File: src/sv/assert_macros.svh
// Assertion helpers for the RTL files; included by owbm_back.sv.
`ifndef ASSERT_MACROS_SVH
`define ASSERT_MACROS_SVH

`ifndef ASSERT_OFF

// Clocked property, disabled while reset is asserted
`define OWBM_ASSERT(lbl, clk, rst_n, prop, msg) \
  lbl: assert property (@(posedge clk) disable iff (!rst_n) prop) else $error(msg);

// Condition that must never be true out of reset
`define OWBM_ASSERT_NEVER(lbl, clk, rst_n, cond, msg) \
  lbl: assert property (@(posedge clk) disable iff (!rst_n) !(cond)) else $error(msg);

`else

`define OWBM_ASSERT(lbl, clk, rst_n, prop, msg)
`define OWBM_ASSERT_NEVER(lbl, clk, rst_n, cond, msg)

`endif

`endif

File: src/sv/owbm_pkg.sv
`timescale 1ns / 1ps

package owbm_pkg;

  localparam int BITS_PER_BYTE = 8;
  localparam int BIT_IDX_W     = $clog2(BITS_PER_BYTE);
  localparam int TICK_W        = 16;
  localparam int CFG_IDX_W     = 3;

  // Command codes carried with each tick
  localparam logic [1:0] OP_TICK  = 2'd0;
  localparam logic [1:0] OP_RESET = 2'd1;
  localparam logic [1:0] OP_WRITE = 2'd2;
  localparam logic [1:0] OP_READ  = 2'd3;

  // Configuration register indexes
  localparam logic [CFG_IDX_W-1:0] CFG_RESET_LOW     = 3'd0;
  localparam logic [CFG_IDX_W-1:0] CFG_PRES_DELAY    = 3'd1;
  localparam logic [CFG_IDX_W-1:0] CFG_PRES_TIMEOUT  = 3'd2;
  localparam logic [CFG_IDX_W-1:0] CFG_RESET_RECOV   = 3'd3;
  localparam logic [CFG_IDX_W-1:0] CFG_WRITE_SLOT    = 3'd4;
  localparam logic [CFG_IDX_W-1:0] CFG_READ_SLOT     = 3'd5;

  // Register defaults
  localparam logic [TICK_W-1:0] DEF_RESET_LOW    = 16'd3000;
  localparam logic [TICK_W-1:0] DEF_PRES_DELAY   = 16'd50;
  localparam logic [TICK_W-1:0] DEF_PRES_TIMEOUT = 16'd65535;
  localparam logic [TICK_W-1:0] DEF_RESET_RECOV  = 16'd150;
  localparam logic [TICK_W-1:0] DEF_WRITE_SLOT   = 16'd40;
  localparam logic [TICK_W-1:0] DEF_READ_SLOT    = 16'd50;

  // Bus sequencer phases
  typedef enum logic [3:0] {
    PH_IDLE      = 4'd0,
    PH_RST_LOW   = 4'd1,
    PH_RST_DELAY = 4'd2,
    PH_RST_WATCH = 4'd3,
    PH_RST_RECOV = 4'd4,
    PH_WR_START  = 4'd5,
    PH_WR_SLOT   = 4'd6,
    PH_RD_START  = 4'd7,
    PH_RD_SAMPLE = 4'd8,
    PH_RD_HOLD   = 4'd9,
    PH_BIT_RECOV = 4'd10
  } phase_t;

  // One tick request
  typedef struct packed {
    logic [1:0] op;
    logic [7:0] data;
    logic       line;
  } item_t;

  // Queue head as seen by the back end
  typedef struct packed {
    logic  valid;
    item_t item;
  } q_head_t;

  // One result, drive_low in the lowest bit
  typedef struct packed {
    logic       presence;
    logic [7:0] read_data;
    logic       done;
    logic       busy;
    logic       drive;
  } res_t;

endpackage

File: src/sv/owbm_front.sv
`timescale 1ns / 1ps

// Accepts tick requests, classifies them and holds them in a two-entry queue
module owbm_front
  import owbm_pkg::*;
(
  input  logic       clk,
  input  logic       rst_n,
  input  logic       in_valid,
  output logic       in_ready,
  input  item_t      in_item,
  output q_head_t    q_head,
  input  logic       q_pop
);

  localparam int DEPTH = 2;
  localparam int PTR_W = $clog2(DEPTH);

  item_t            mem_r [DEPTH];
  logic [PTR_W-1:0] wr_ptr_r, wr_ptr_nxt;
  logic [PTR_W-1:0] rd_ptr_r, rd_ptr_nxt;
  logic [PTR_W:0]   count_r, count_nxt;
  logic             push;
  item_t            clean;

  assign in_ready = (count_r != (PTR_W + 1)'(DEPTH));
  assign push     = in_valid && in_ready;

  // Only a known command is kept; others collapse to a plain tick
  always_comb begin
    clean = in_item;
    case (in_item.op)
      OP_TICK, OP_RESET, OP_WRITE, OP_READ: clean.op = in_item.op;
      default: clean.op = OP_TICK;
    endcase
  end

  // Pointer and fill bookkeeping
  always_comb begin
    wr_ptr_nxt = push ? wr_ptr_r + 1'b1 : wr_ptr_r;
    rd_ptr_nxt = q_pop ? rd_ptr_r + 1'b1 : rd_ptr_r;
    count_nxt  = count_r + (PTR_W + 1)'(push) - (PTR_W + 1)'(q_pop);
  end

  always_ff @(posedge clk) begin
    if (!rst_n) begin
      wr_ptr_r <= '0;
      rd_ptr_r <= '0;
      count_r  <= '0;
    end else begin
      wr_ptr_r <= wr_ptr_nxt;
      rd_ptr_r <= rd_ptr_nxt;
      count_r  <= count_nxt;
    end
  end

  // Queue storage
  always_ff @(posedge clk) begin
    if (push) begin
      mem_r[wr_ptr_r] <= clean;
    end
  end

  assign q_head.valid = (count_r != '0);
  assign q_head.item  = mem_r[rd_ptr_r];

endmodule

File: src/sv/owbm_back.sv
`timescale 1ns / 1ps
`include "assert_macros.svh"

// Runs the bus sequencer one tick per request and registers each result
module owbm_back
  import owbm_pkg::*;
(
  input  logic                 clk,
  input  logic                 rst_n,
  input  logic                 cfg_we,
  input  logic [CFG_IDX_W-1:0] cfg_index,
  input  logic [TICK_W-1:0]    cfg_wdata,
  input  q_head_t              q_head,
  output logic                 q_pop,
  output logic                 out_valid,
  input  logic                 out_ready,
  output res_t                 out_res
);

  logic [TICK_W-1:0] reset_low_r, pres_delay_r, pres_timeout_r;
  logic [TICK_W-1:0] reset_recov_r, write_slot_r, read_slot_r;

  phase_t                phase_r, phase_nxt;
  logic [TICK_W-1:0]     tick_r, tick_nxt;
  logic [BIT_IDX_W-1:0]  bit_r, bit_nxt;
  logic [7:0]            shift_r, shift_nxt;
  logic                  pres_r, pres_nxt;
  logic [7:0]            latch_r, latch_nxt;
  logic                  reading_r, reading_nxt;
  logic                  out_valid_r, out_valid_nxt;
  res_t                  out_res_r;

  phase_t                ph;
  logic [TICK_W-1:0]     tc, tc_inc, len, tc_run;
  logic [BIT_IDX_W-1:0]  bi;
  logic [7:0]            sb;
  logic                  rd, to, step;
  logic                  drive_c, busy_c, done_c;
  item_t                 it;

  assign it    = q_head.item;
  assign step  = q_head.valid && (!out_valid_r || out_ready);
  assign q_pop = step;

  // Configuration registers
  always_ff @(posedge clk) begin
    if (!rst_n) begin
      reset_low_r    <= DEF_RESET_LOW;
      pres_delay_r   <= DEF_PRES_DELAY;
      pres_timeout_r <= DEF_PRES_TIMEOUT;
      reset_recov_r  <= DEF_RESET_RECOV;
      write_slot_r   <= DEF_WRITE_SLOT;
      read_slot_r    <= DEF_READ_SLOT;
    end else if (cfg_we) begin
      case (cfg_index)
        CFG_RESET_LOW:    reset_low_r    <= cfg_wdata;
        CFG_PRES_DELAY:   pres_delay_r   <= cfg_wdata;
        CFG_PRES_TIMEOUT: pres_timeout_r <= cfg_wdata;
        CFG_RESET_RECOV:  reset_recov_r  <= cfg_wdata;
        CFG_WRITE_SLOT:   write_slot_r   <= cfg_wdata;
        CFG_READ_SLOT:    read_slot_r    <= cfg_wdata;
        default: ;
      endcase
    end
  end

  // Sequencer: command start, phase timer and next state
  always_comb begin
    ph = phase_r;
    tc = tick_r;
    bi = bit_r;
    sb = shift_r;
    rd = reading_r;

    // A command on an idle tick starts its first phase on that same tick
    if ((phase_r == PH_IDLE) && (it.op != OP_TICK)) begin
      bi = '0;
      tc = '0;
      case (it.op)
        OP_RESET: ph = PH_RST_LOW;
        OP_WRITE: begin
          sb = it.data;
          rd = 1'b0;
          ph = PH_WR_START;
        end
        default: begin
          sb = '0;
          rd = 1'b1;
          ph = PH_RD_START;
        end
      endcase
    end

    busy_c = (ph != PH_IDLE);

    // Length of the current timed phase
    case (ph)
      PH_RST_LOW:   len = reset_low_r;
      PH_RST_DELAY: len = pres_delay_r;
      PH_RST_WATCH: len = pres_timeout_r;
      PH_RST_RECOV: len = reset_recov_r;
      PH_WR_SLOT:   len = write_slot_r;
      PH_RD_HOLD:   len = read_slot_r;
      default:      len = reset_low_r;
    endcase

    // Zero length acts as one tick, and a wrapped count ends the phase too
    tc_inc = tc + 16'd1;
    to     = (tc_inc >= len) || (tc_inc == '0);
    tc_run = to ? '0 : tc_inc;

    phase_nxt   = ph;
    tick_nxt    = tc;
    bit_nxt     = bi;
    shift_nxt   = sb;
    reading_nxt = rd;
    pres_nxt    = pres_r;
    latch_nxt   = latch_r;
    drive_c     = 1'b0;
    done_c      = 1'b0;

    case (ph)
      PH_IDLE: ;
      PH_RST_LOW: begin
        drive_c  = 1'b1;
        tick_nxt = tc_run;
        if (to) phase_nxt = PH_RST_DELAY;
      end
      PH_RST_DELAY: begin
        tick_nxt = tc_run;
        if (to) phase_nxt = PH_RST_WATCH;
      end
      PH_RST_WATCH: begin
        if (!it.line) begin
          pres_nxt  = 1'b1;
          tick_nxt  = '0;
          phase_nxt = PH_RST_RECOV;
        end else begin
          tick_nxt = tc_run;
          if (to) begin
            pres_nxt  = 1'b0;
            phase_nxt = PH_RST_RECOV;
          end
        end
      end
      PH_RST_RECOV: begin
        tick_nxt = tc_run;
        if (to) begin
          done_c    = 1'b1;
          phase_nxt = PH_IDLE;
        end
      end
      PH_WR_START: begin
        drive_c   = 1'b1;
        tick_nxt  = '0;
        phase_nxt = PH_WR_SLOT;
      end
      PH_WR_SLOT: begin
        drive_c  = ~sb[bi];
        tick_nxt = tc_run;
        if (to) phase_nxt = PH_BIT_RECOV;
      end
      PH_RD_START: begin
        drive_c   = 1'b1;
        tick_nxt  = '0;
        phase_nxt = PH_RD_SAMPLE;
      end
      PH_RD_SAMPLE: begin
        if (it.line) shift_nxt[bi] = 1'b1;
        tick_nxt  = '0;
        phase_nxt = PH_RD_HOLD;
      end
      PH_RD_HOLD: begin
        tick_nxt = tc_run;
        if (to) phase_nxt = PH_BIT_RECOV;
      end
      PH_BIT_RECOV: begin
        tick_nxt = '0;
        if (bi == BIT_IDX_W'(BITS_PER_BYTE - 1)) begin
          done_c    = 1'b1;
          if (rd) latch_nxt = sb;
          phase_nxt = PH_IDLE;
        end else begin
          bit_nxt   = bi + 1'b1;
          phase_nxt = rd ? PH_RD_START : PH_WR_START;
        end
      end
      default: begin
        tick_nxt  = '0;
        phase_nxt = PH_IDLE;
      end
    endcase
  end

  // Sequencer state, advanced once per request taken from the queue
  always_ff @(posedge clk) begin
    if (!rst_n) begin
      phase_r   <= PH_IDLE;
      tick_r    <= '0;
      bit_r     <= '0;
      shift_r   <= '0;
      pres_r    <= 1'b0;
      latch_r   <= '0;
      reading_r <= 1'b0;
    end else if (step) begin
      phase_r   <= phase_nxt;
      tick_r    <= tick_nxt;
      bit_r     <= bit_nxt;
      shift_r   <= shift_nxt;
      pres_r    <= pres_nxt;
      latch_r   <= latch_nxt;
      reading_r <= reading_nxt;
    end
  end

  // Result register
  always_comb begin
    out_valid_nxt = out_valid_r;
    if (step) begin
      out_valid_nxt = 1'b1;
    end else if (out_ready) begin
      out_valid_nxt = 1'b0;
    end
  end

  always_ff @(posedge clk) begin
    if (!rst_n) begin
      out_valid_r <= 1'b0;
    end else begin
      out_valid_r <= out_valid_nxt;
    end
  end

  always_ff @(posedge clk) begin
    if (step) begin
      out_res_r.drive     <= drive_c;
      out_res_r.busy      <= busy_c;
      out_res_r.done      <= done_c;
      out_res_r.read_data <= latch_nxt;
      out_res_r.presence  <= pres_nxt;
    end
  end

  assign out_valid = out_valid_r;
  assign out_res   = out_res_r;

  // Checks
  `OWBM_ASSERT(a_done_busy, clk, rst_n, out_valid_r |-> (!out_res_r.done || out_res_r.busy), "done without busy")
  `OWBM_ASSERT(a_drive_busy, clk, rst_n, out_valid_r |-> (!out_res_r.drive || out_res_r.busy), "line driven while idle")
  `OWBM_ASSERT(a_done_idle, clk, rst_n, (step && done_c) |=> (phase_r == PH_IDLE), "command end did not return to idle")
  `OWBM_ASSERT(a_hold_phase, clk, rst_n, !step |=> $stable(phase_r), "phase moved without a request")

endmodule

File: src/sv/one_wire_bus_master_unit.sv
`timescale 1ns / 1ps
// Requests are queued in the front end; results are registered in the back end.
// Throughput: one request per cycle unless stalled, set by the one-tick sequencer step.
// A two-entry queue between front and back holds requests while the output stalls.
// Reset (rst_n low, synchronous): queue empty, sequencer idle, registers at defaults,
// read data and presence cleared.
module one_wire_bus_master_unit
  import owbm_pkg::*;
(
  input  logic                 clk,
  input  logic                 rst_n,
  // in_tdata: data_byte[7:0], line_in[8], zero fill [15:9]
  input  logic [15:0]          in_tdata,
  // in_tuser: operation[1:0]
  input  logic [1:0]           in_tuser,
  input  logic                 in_tvalid,
  output logic                 in_tready,
  // out_tdata: drive_low[0], busy_res[1], done_res[2], read_data[10:3], presence[11],
  // zero fill [15:12]
  output logic [15:0]          out_tdata,
  output logic                 out_tvalid,
  input  logic                 out_tready,
  input  logic                 cfg_we,
  input  logic [CFG_IDX_W-1:0] cfg_index,
  input  logic [TICK_W-1:0]    cfg_wdata
);

  item_t   in_item;
  q_head_t q_head;
  logic    q_pop;
  res_t    res;

  assign in_item.op   = in_tuser;
  assign in_item.data = in_tdata[7:0];
  assign in_item.line = in_tdata[8];

  owbm_front u_front (
    .clk      (clk),
    .rst_n    (rst_n),
    .in_valid (in_tvalid),
    .in_ready (in_tready),
    .in_item  (in_item),
    .q_head   (q_head),
    .q_pop    (q_pop)
  );

  owbm_back u_back (
    .clk       (clk),
    .rst_n     (rst_n),
    .cfg_we    (cfg_we),
    .cfg_index (cfg_index),
    .cfg_wdata (cfg_wdata),
    .q_head    (q_head),
    .q_pop     (q_pop),
    .out_valid (out_tvalid),
    .out_ready (out_tready),
    .out_res   (res)
  );

  assign out_tdata = {4'b0000, res};

endmodule
File: config.mk
export PLATFORM = sky130hd
export DESIGN_NAME = one_wire_bus_master_unit
export DESIGN_NICKNAME = d
export VERILOG_FILES = /design/src/sv/owbm_pkg.sv /design/src/sv/owbm_front.sv /design/src/sv/owbm_back.sv /design/src/sv/one_wire_bus_master_unit.sv
export VERILOG_INCLUDE_DIRS = /design/src /design/src/sv
export SDC_FILE = /design/constraint.sdc
export NUM_CORES = 1
export LEC_CHECK = 0
export BUFFER_PORTS_ARGS = -buffer_cell sky130_fd_sc_hd__clkbuf_2
export CAP_MARGIN = 10
export CORE_UTILIZATION = 55
export CTS_CLUSTER_SIZE = 30
export DETAILED_ROUTE_END_ITERATION = 10
export HOLD_SLACK_MARGIN = 0.1
export PLACE_DENSITY = 0.87
export SETUP_SLACK_MARGIN = 0.2
export SLEW_MARGIN = 20
export SYNTH_ARGS = -nofsm -noshare
export SYNTH_HDL_FRONTEND = slang
export SYNTH_SLANG_ARGS = --single-unit
File: constraint.sdc
create_clock -name clk -period 5.2 [get_ports clk]
set_clock_uncertainty 0.1 [all_clocks]
set_input_delay 0.52 -clock clk [delete_from_list [all_inputs] [get_ports clk]]
set_output_delay 0.52 -clock clk [all_outputs]
set_load 0.1 [all_outputs]
==> results_dict.tcl, run 1 <==
set metrics [dict create \
    crit_path_end_kind "register" \
    cts_tree "yes" \
    hold_buffers 0 \
    num_rows 45 \
    crit_type "register to register" \
    htreeDepth 4 \
    die_w_um 128 \
    worst-slew-pin-transition_ns 1.07 \
    clock_path_buffers 2 \
    insertion_delay_ns 0.44 \
    slew_violations 0 \
    startpoint_type "register" \
    clockRootBuffer "clkbuf_16" \
    grtUsageTotal_pct 27.7 \
    grt_overflow 0 \
    dp_hpwl_mm 14.0 \
    run_status "complete, no violations" \
    ios 60 \
    syn_avg_cell_area_um2 8.61 \
    p_leak_uw 0.00364 \
    chipHeight_um 128 \
    firstDrtPassIters 6 \
    cts_resized 1 \
    whs_ns 0.174 \
    io_buffers 48 \
    synth-async-reset-ratio_pct 0 \
    layout_commonest_cell "nand2_1" \
    start_util_pct 56.9 \
    yosysSeqAreaShare_pct 44.6 \
    arrival_ns 4.92 \
    synth_edf_count 34 \
    antenna_left 0 \
    vias 7710 \
    drc 0 \
    required_ns 5.43 \
    synthCells 1012 \
    finish.utilization_pct 63.2 \
    grt_pass1_vias 7112 \
    synth-seq-cells 177 \
    final_cell_area_um2 9680 \
    drive_gt1_share_pct 12.9 \
    fin_crit_sh_pct 90.2 \
    antenna_found_initial 0 \
    period_needed_ns 4.69 \
    total_power_uw 5230 \
    cts_sinks 177 \
    cts_made_buffers 17 \
    hp-class "input pin to register" \
    crit_fanout 8 \
    netlist-cell-type-count 77 \
    cap_viol_max_count 0 \
    globalplace.congestion 0.907 \
    clk_pin_slew_worst_paths_ns 0.06 \
    hold_viol 0 \
    yosysWarnings 0 \
    cts_setup_buffers 0 \
    power_density_nw_per_um2 540 \
    grt_pass1_wl_mm 35.5 \
    area_growth_syn_to_layout_pct 11.1 \
    ir_drop_v 0.000299 \
    grt_start_max_net_pins 70 \
    dpl_cell_area_um2 9040 \
    synth-main-ff-cell "dfxtp_1" \
    fin_tns_setup_ns 0 \
    drtIter0Drc 989 \
    final_cell_mix "nand2_1 (264), dfxtp_1 (142), a21boi_0 (70), nand3_1 (48), clkbuf_2 (47)" \
    drt_wl_total_mm 21.9 \
    syn_area_um2 8720 \
    core_um2 15300 \
    viasPerCell 6.16 \
    fmax_mhz 213 \
    layout.nets 1095 \
    insertedDiodeCount 0 \
    die-area_um2 16400 \
    slew_headroom_pct 28.4 \
    grt_setup_unrepaired "no" \
    finalSetupViolCount 0 \
    wl_per_cell_um 17.5 \
]
==> layer usage <==
layer | routed length (um) | vias to the layer above | GRT usage [%]
met5 | 0 | - | 0
met2 | 10300 | 424 | 44.6
met4 | 741 | 0 | 13.6
met1 | 8740 | 3570 | 35.5
li1 | - | 3625 | -
met3 | 2070 | 91 | 5.72
==> state kept, by name, indices dropped and copies added (netlist names), named ones only <==
| name | cells |
|---|---|
| u_front.mem_r | 22 |
| u_back.pres_delay_r | 16 |
| u_back.pres_timeout_r | 16 |
| u_back.read_slot_r | 16 |
| u_back.reset_low_r | 16 |
| u_back.reset_recov_r | 16 |
| u_back.tick_r | 16 |
| u_back.write_slot_r | 16 |
| u_back.out_res | 12 |
| u_back.latch_r | 8 |
| u_back.shift_r | 8 |
| u_back.phase_r | 4 |
| u_back.bit_r | 3 |
| u_front.count_r | 2 |
| u_back.out_valid | 1 |
| u_back.pres_r | 1 |
| u_back.reading_r | 1 |
| u_front.rd_ptr_r | 1 |
| u_front.wr_ptr_r | 1 |
==> power by group <==
group	internal, uW	switching, uW
clock	797	525
sequential	1560	118
combinational	698	1530
==> final cells by class <==
cell class | instances | area, um^2
Multi-Input combinational cell | 756 | 4510
Tap cell | 211 | 264
Clock inverter | 8 | 97.6
Inverter | 13 | 48.8
Sequential cell | 177 | 3880
Timing Repair Buffer | 64 | 363
Fill cell | 1227 | 5630
Clock buffer | 22 | 517
==> metrics by stage <==
stage                     std cells  worst slack, ns
after floorplan                1015            0.275
after global placement         1221            0.367
after detailed placement       1221            0.216
after CTS                      1251            0.243
after global routing           1251            0.227
final                          1251            0.511
==> logic make-up (layout without fill, tap and decap cells) <==
| logic type | Yosys count | in the layout | synth area share (%) |
|---|---|---|---|
| fa+ha+maj | 24 | 24 | 3.44 |
| xor+xnor | 11 | 11 | 1.11 |
| simple gates | 454 | 454 | 24.3 |
| compound gates | 242 | 242 | 19.7 |
| mux | 21 | 21 | 2.66 |
| buf+inv | 82 | 107 | 4.28 |
| flops | 177 | 177 | 44.6 |
| other cells | 1 | 4 | 0.0430 |
==> cell usage after synthesis, types with 4 or more instances <==
library cell / instances / area (um^2)
nor3_1: 11 / 55.1
a22oi_1: 32 / 240
mux2i_1: 13 / 130
and3_1: 7 / 43.8
o21a_1: 4 / 30.0
nor4_1: 7 / 43.8
nor2_1: 41 / 154
nor2b_1: 10 / 62.6
a31oi_1: 4 / 25.0
o21ai_0: 46 / 230
dfxtp_1: 143 / 2860
a21oi_1: 24 / 120
or3_1: 4 / 25.0
edfxtp_1: 34 / 1020
nand4_1: 20 / 125
a22o_1: 14 / 123
a32oi_1: 6 / 52.6
a211oi_1: 5 / 37.5
ha_1: 24 / 300
nand2_1: 264 / 991
a21boi_0: 70 / 526
inv_1: 12 / 45.0
and2_1: 12 / 75.1
nor3b_1: 4 / 30.0
clkbuf_1: 52 / 195
o2bb2ai_1: 6 / 52.6
buf_4: 8 / 60.1
xnor2_1: 8 / 70.1
mux2_2: 7 / 78.8
nand3_1: 48 / 240
==> critical path, cell delays in order, from the launching register on <==
cell      delay (ns)
dfxtp_2         0.40
mux2i_2         0.31
ha_2            0.35
nor4b_1         0.15
o21bai_2        0.24
nor3b_2         0.09
buf_4           0.21
a22o_1          0.24
a221oi_1        0.22
a31oi_1         0.15
ha_1            0.29
nor3b_1         0.20
nor2_1          0.07
o41ai_1         0.44
a21bo_2         0.27
o41ai_2         0.15
or4_1           0.55
o311a_1         0.14
==> final timing paths <==
| path | from | endpoint | slack, ns | depth (start not counted) |
|---|---|---|---|---|
| max | register | u_back.phase_r[1] | 0.51 | 17 |
| min | in_tdata[2] | u_front.mem_r[1][3] | 0.17 | 1 |
| max reg2reg | register | u_back.phase_r[1] | 0.51 | 17 |
| min reg2reg | u_back.reset_low_r[12] | u_back.reset_low_r[12] | 0.36 | 2 |
Note: power is estimated with default switching activity, not from simulation.
==> run 2, diff against run 1 <==
CORE_MARGIN = 2   (was unset)
==> run 2 against run 1 <==
Critical path depth is 1 higher. First-iteration DRC count is 10% higher. Setup slack worse by 0.095 ns. Maximum frequency is 2.0% lower. Routed wire length is 0.16% lower. Highest routed layer unchanged. Global-route usage is 1.1 points lower. Count of clock-buffer cells in the layout is 2 higher. Critical path type unchanged. Critical endpoint unchanged.
==> results_dict.tcl, run 2 (synthesis results as in run 1) <==
set metrics [dict create \
    start_util_pct 55.5 \
    cts_made_buffers 17 \
    finalSetupViolCount 0 \
    core_um2 15700 \
    drtIter0Drc 1088 \
    fillCellCount 1272 \
    largest_register "u_front.mem_r" \
    chipHeight_um 130 \
    clock_path_buffers 2 \
    total_power_uw 5120 \
    slew_violations 0 \
    finish.utilization_pct 61.4 \
    cap_viol_max_count 0 \
    viasPerCell 6.10 \
    ir_drop_v 0.000272 \
    required_ns 5.42 \
    htreeDepth 4 \
    dp_hpwl_mm 14.0 \
    worst-slew-pin-transition_ns 0.984 \
    grt_overflow 0 \
    switching_share_pct 42.4 \
    globalplace.congestion 0.886 \
    ios 60 \
    arrival_ns 5.01 \
    p_comb_share_pct 43.3 \
    cts_setup_buffers 0 \
    vias 7664 \
    internal_power_uw 2950 \
    pwr-share-seq_pct 32.7 \
    io_buffers 48 \
    die_w_um 130 \
    crit_fanout 8 \
    grt_setup_unrepaired "no" \
    insertedDiodeCount 0 \
    num_rows 46 \
    final_cell_mix "nand2_1 (264), dfxtp_1 (143), a21boi_0 (70), nand3_1 (48), clkbuf_2 (47)" \
    firstDrtPassIters 6 \
    p_leak_uw 0.00362 \
    cts_tree "yes" \
    period_needed_ns 4.78 \
    grt_pass1_vias 7113 \
    hold_viol 0 \
    antenna_found_initial 0 \
    die-area_um2 16900 \
    run_status "complete, no violations" \
    drt_wl_total_mm 21.9 \
    power_density_nw_per_um2 531 \
    clockRootBuffer "clkbuf_16" \
    startpoint_type "register" \
    grt_start_max_net_pins 86 \
    largest_reg_flops 22 \
    drive_gt1_share_pct 12.4 \
    clk_pin_slew_worst_paths_ns 0.07 \
    area_growth_syn_to_layout_pct 10.6 \
    layout.nets 1095 \
    clock_power_share_pct 24.0 \
    drc 0 \
    grtUsageTotal_pct 26.7 \
    wl_per_cell_um 17.4 \
    power.switching_uw 2170 \
    slew_headroom_pct 34.1 \
    fin_crit_sh_pct 92.0 \
    antenna_left 0 \
    crit_path_end_kind "register" \
    layout_commonest_cell "nand2_1" \
    insertion_delay_ns 0.44 \
    fin_tns_setup_ns 0 \
    grt_pass1_wl_mm 35.6 \
    cts_sinks 177 \
    fmax_mhz 209 \
    crit_type "register to register" \
    hp-class "input pin to register" \
]
run 2: final cells by class:
type	instances	area, um^2	share of cell area [%]
Inverter	13	48.8	0.506
Multi-Input combinational cell	756	4520	46.8
Clock inverter	7	78.8	0.818
Tap cell	216	270	2.80
Sequential cell	177	3880	40.3
Clock buffer	24	482	5.00
Timing Repair Buffer	64	363	3.76
run 2: path summary, 6_finish.rpt:
kind	to	startpoint	depth (start not counted)	slack [ns]
worst max-delay path	u_back.phase_r[1]	register	18	0.42
worst min-delay path	u_front.mem_r[1][8]	in_tdata[7]	1	0.18
worst max register to register	u_back.phase_r[1]	register	18	0.42
worst min register to register	u_back.reset_low_r[2]	u_back.reset_low_r[2]	2	0.36
run 2: metrics by stage:
step / setup slack, ns / hold slack (ns) / cell area (um^2) / cells
after global placement: 0.397 / 0.343 / 9040 / 1226
after detailed placement: 0.284 / 0.352 / 9040 / 1226
after floorplan: 0.275 / 0.335 / 8730 / 1015
final: 0.415 / 0.178 / 9640 / 1257
after CTS: 0.269 / 0.168 / 9600 / 1257
after global routing: 0.218 / 0.170 / 9640 / 1257
run 2: layer usage:
layer	vias to the layer above	wire [um]	share of wire [%]	GRT usage, %
met5	-	0	0	0
met4	0	544	2.5	9.99
met3	58	1830	8.4	4.80
met2	376	10400	48	42.7
met1	3611	9050	41	36.2
li1	3619	-	-	-
run 2: repair_timing:
| item | in CTS | in global routing |
|---|---|---|
| endpoints found under the setup margin | 0 | 15 |
| gates resized for setup | 0 | 7 |
| hold buffers | 0 | 0 |
run 2: worst max-delay path: stages (launching register included):
cell and delay, ns:
dfxtp_1 0.41, mux2i_2 0.31, ha_1 0.33, nor3_2 0.08, nand2_1 0.18, nand2_1 0.10
inv_1 0.12, ha_2 0.28, nand2_1 0.18, or4_1 0.43, a21oi_1 0.34, ha_1 0.30
o21ai_0 0.17, nor2_1 0.06, nor3b_1 0.21, a21bo_2 0.22, o41ai_2 0.14, or4_1 0.57
o311a_1 0.14
run 2: power by group through the flow:
stage,clock (uW),combinational (uW),sequential [uW]
global placement,0,2080,1680
global route,1290,2410,1680
finish,1230,2220,1670
CTS,1230,2150,1660
floorplan,0,1390,1900
detailed placement,0,2130,1690
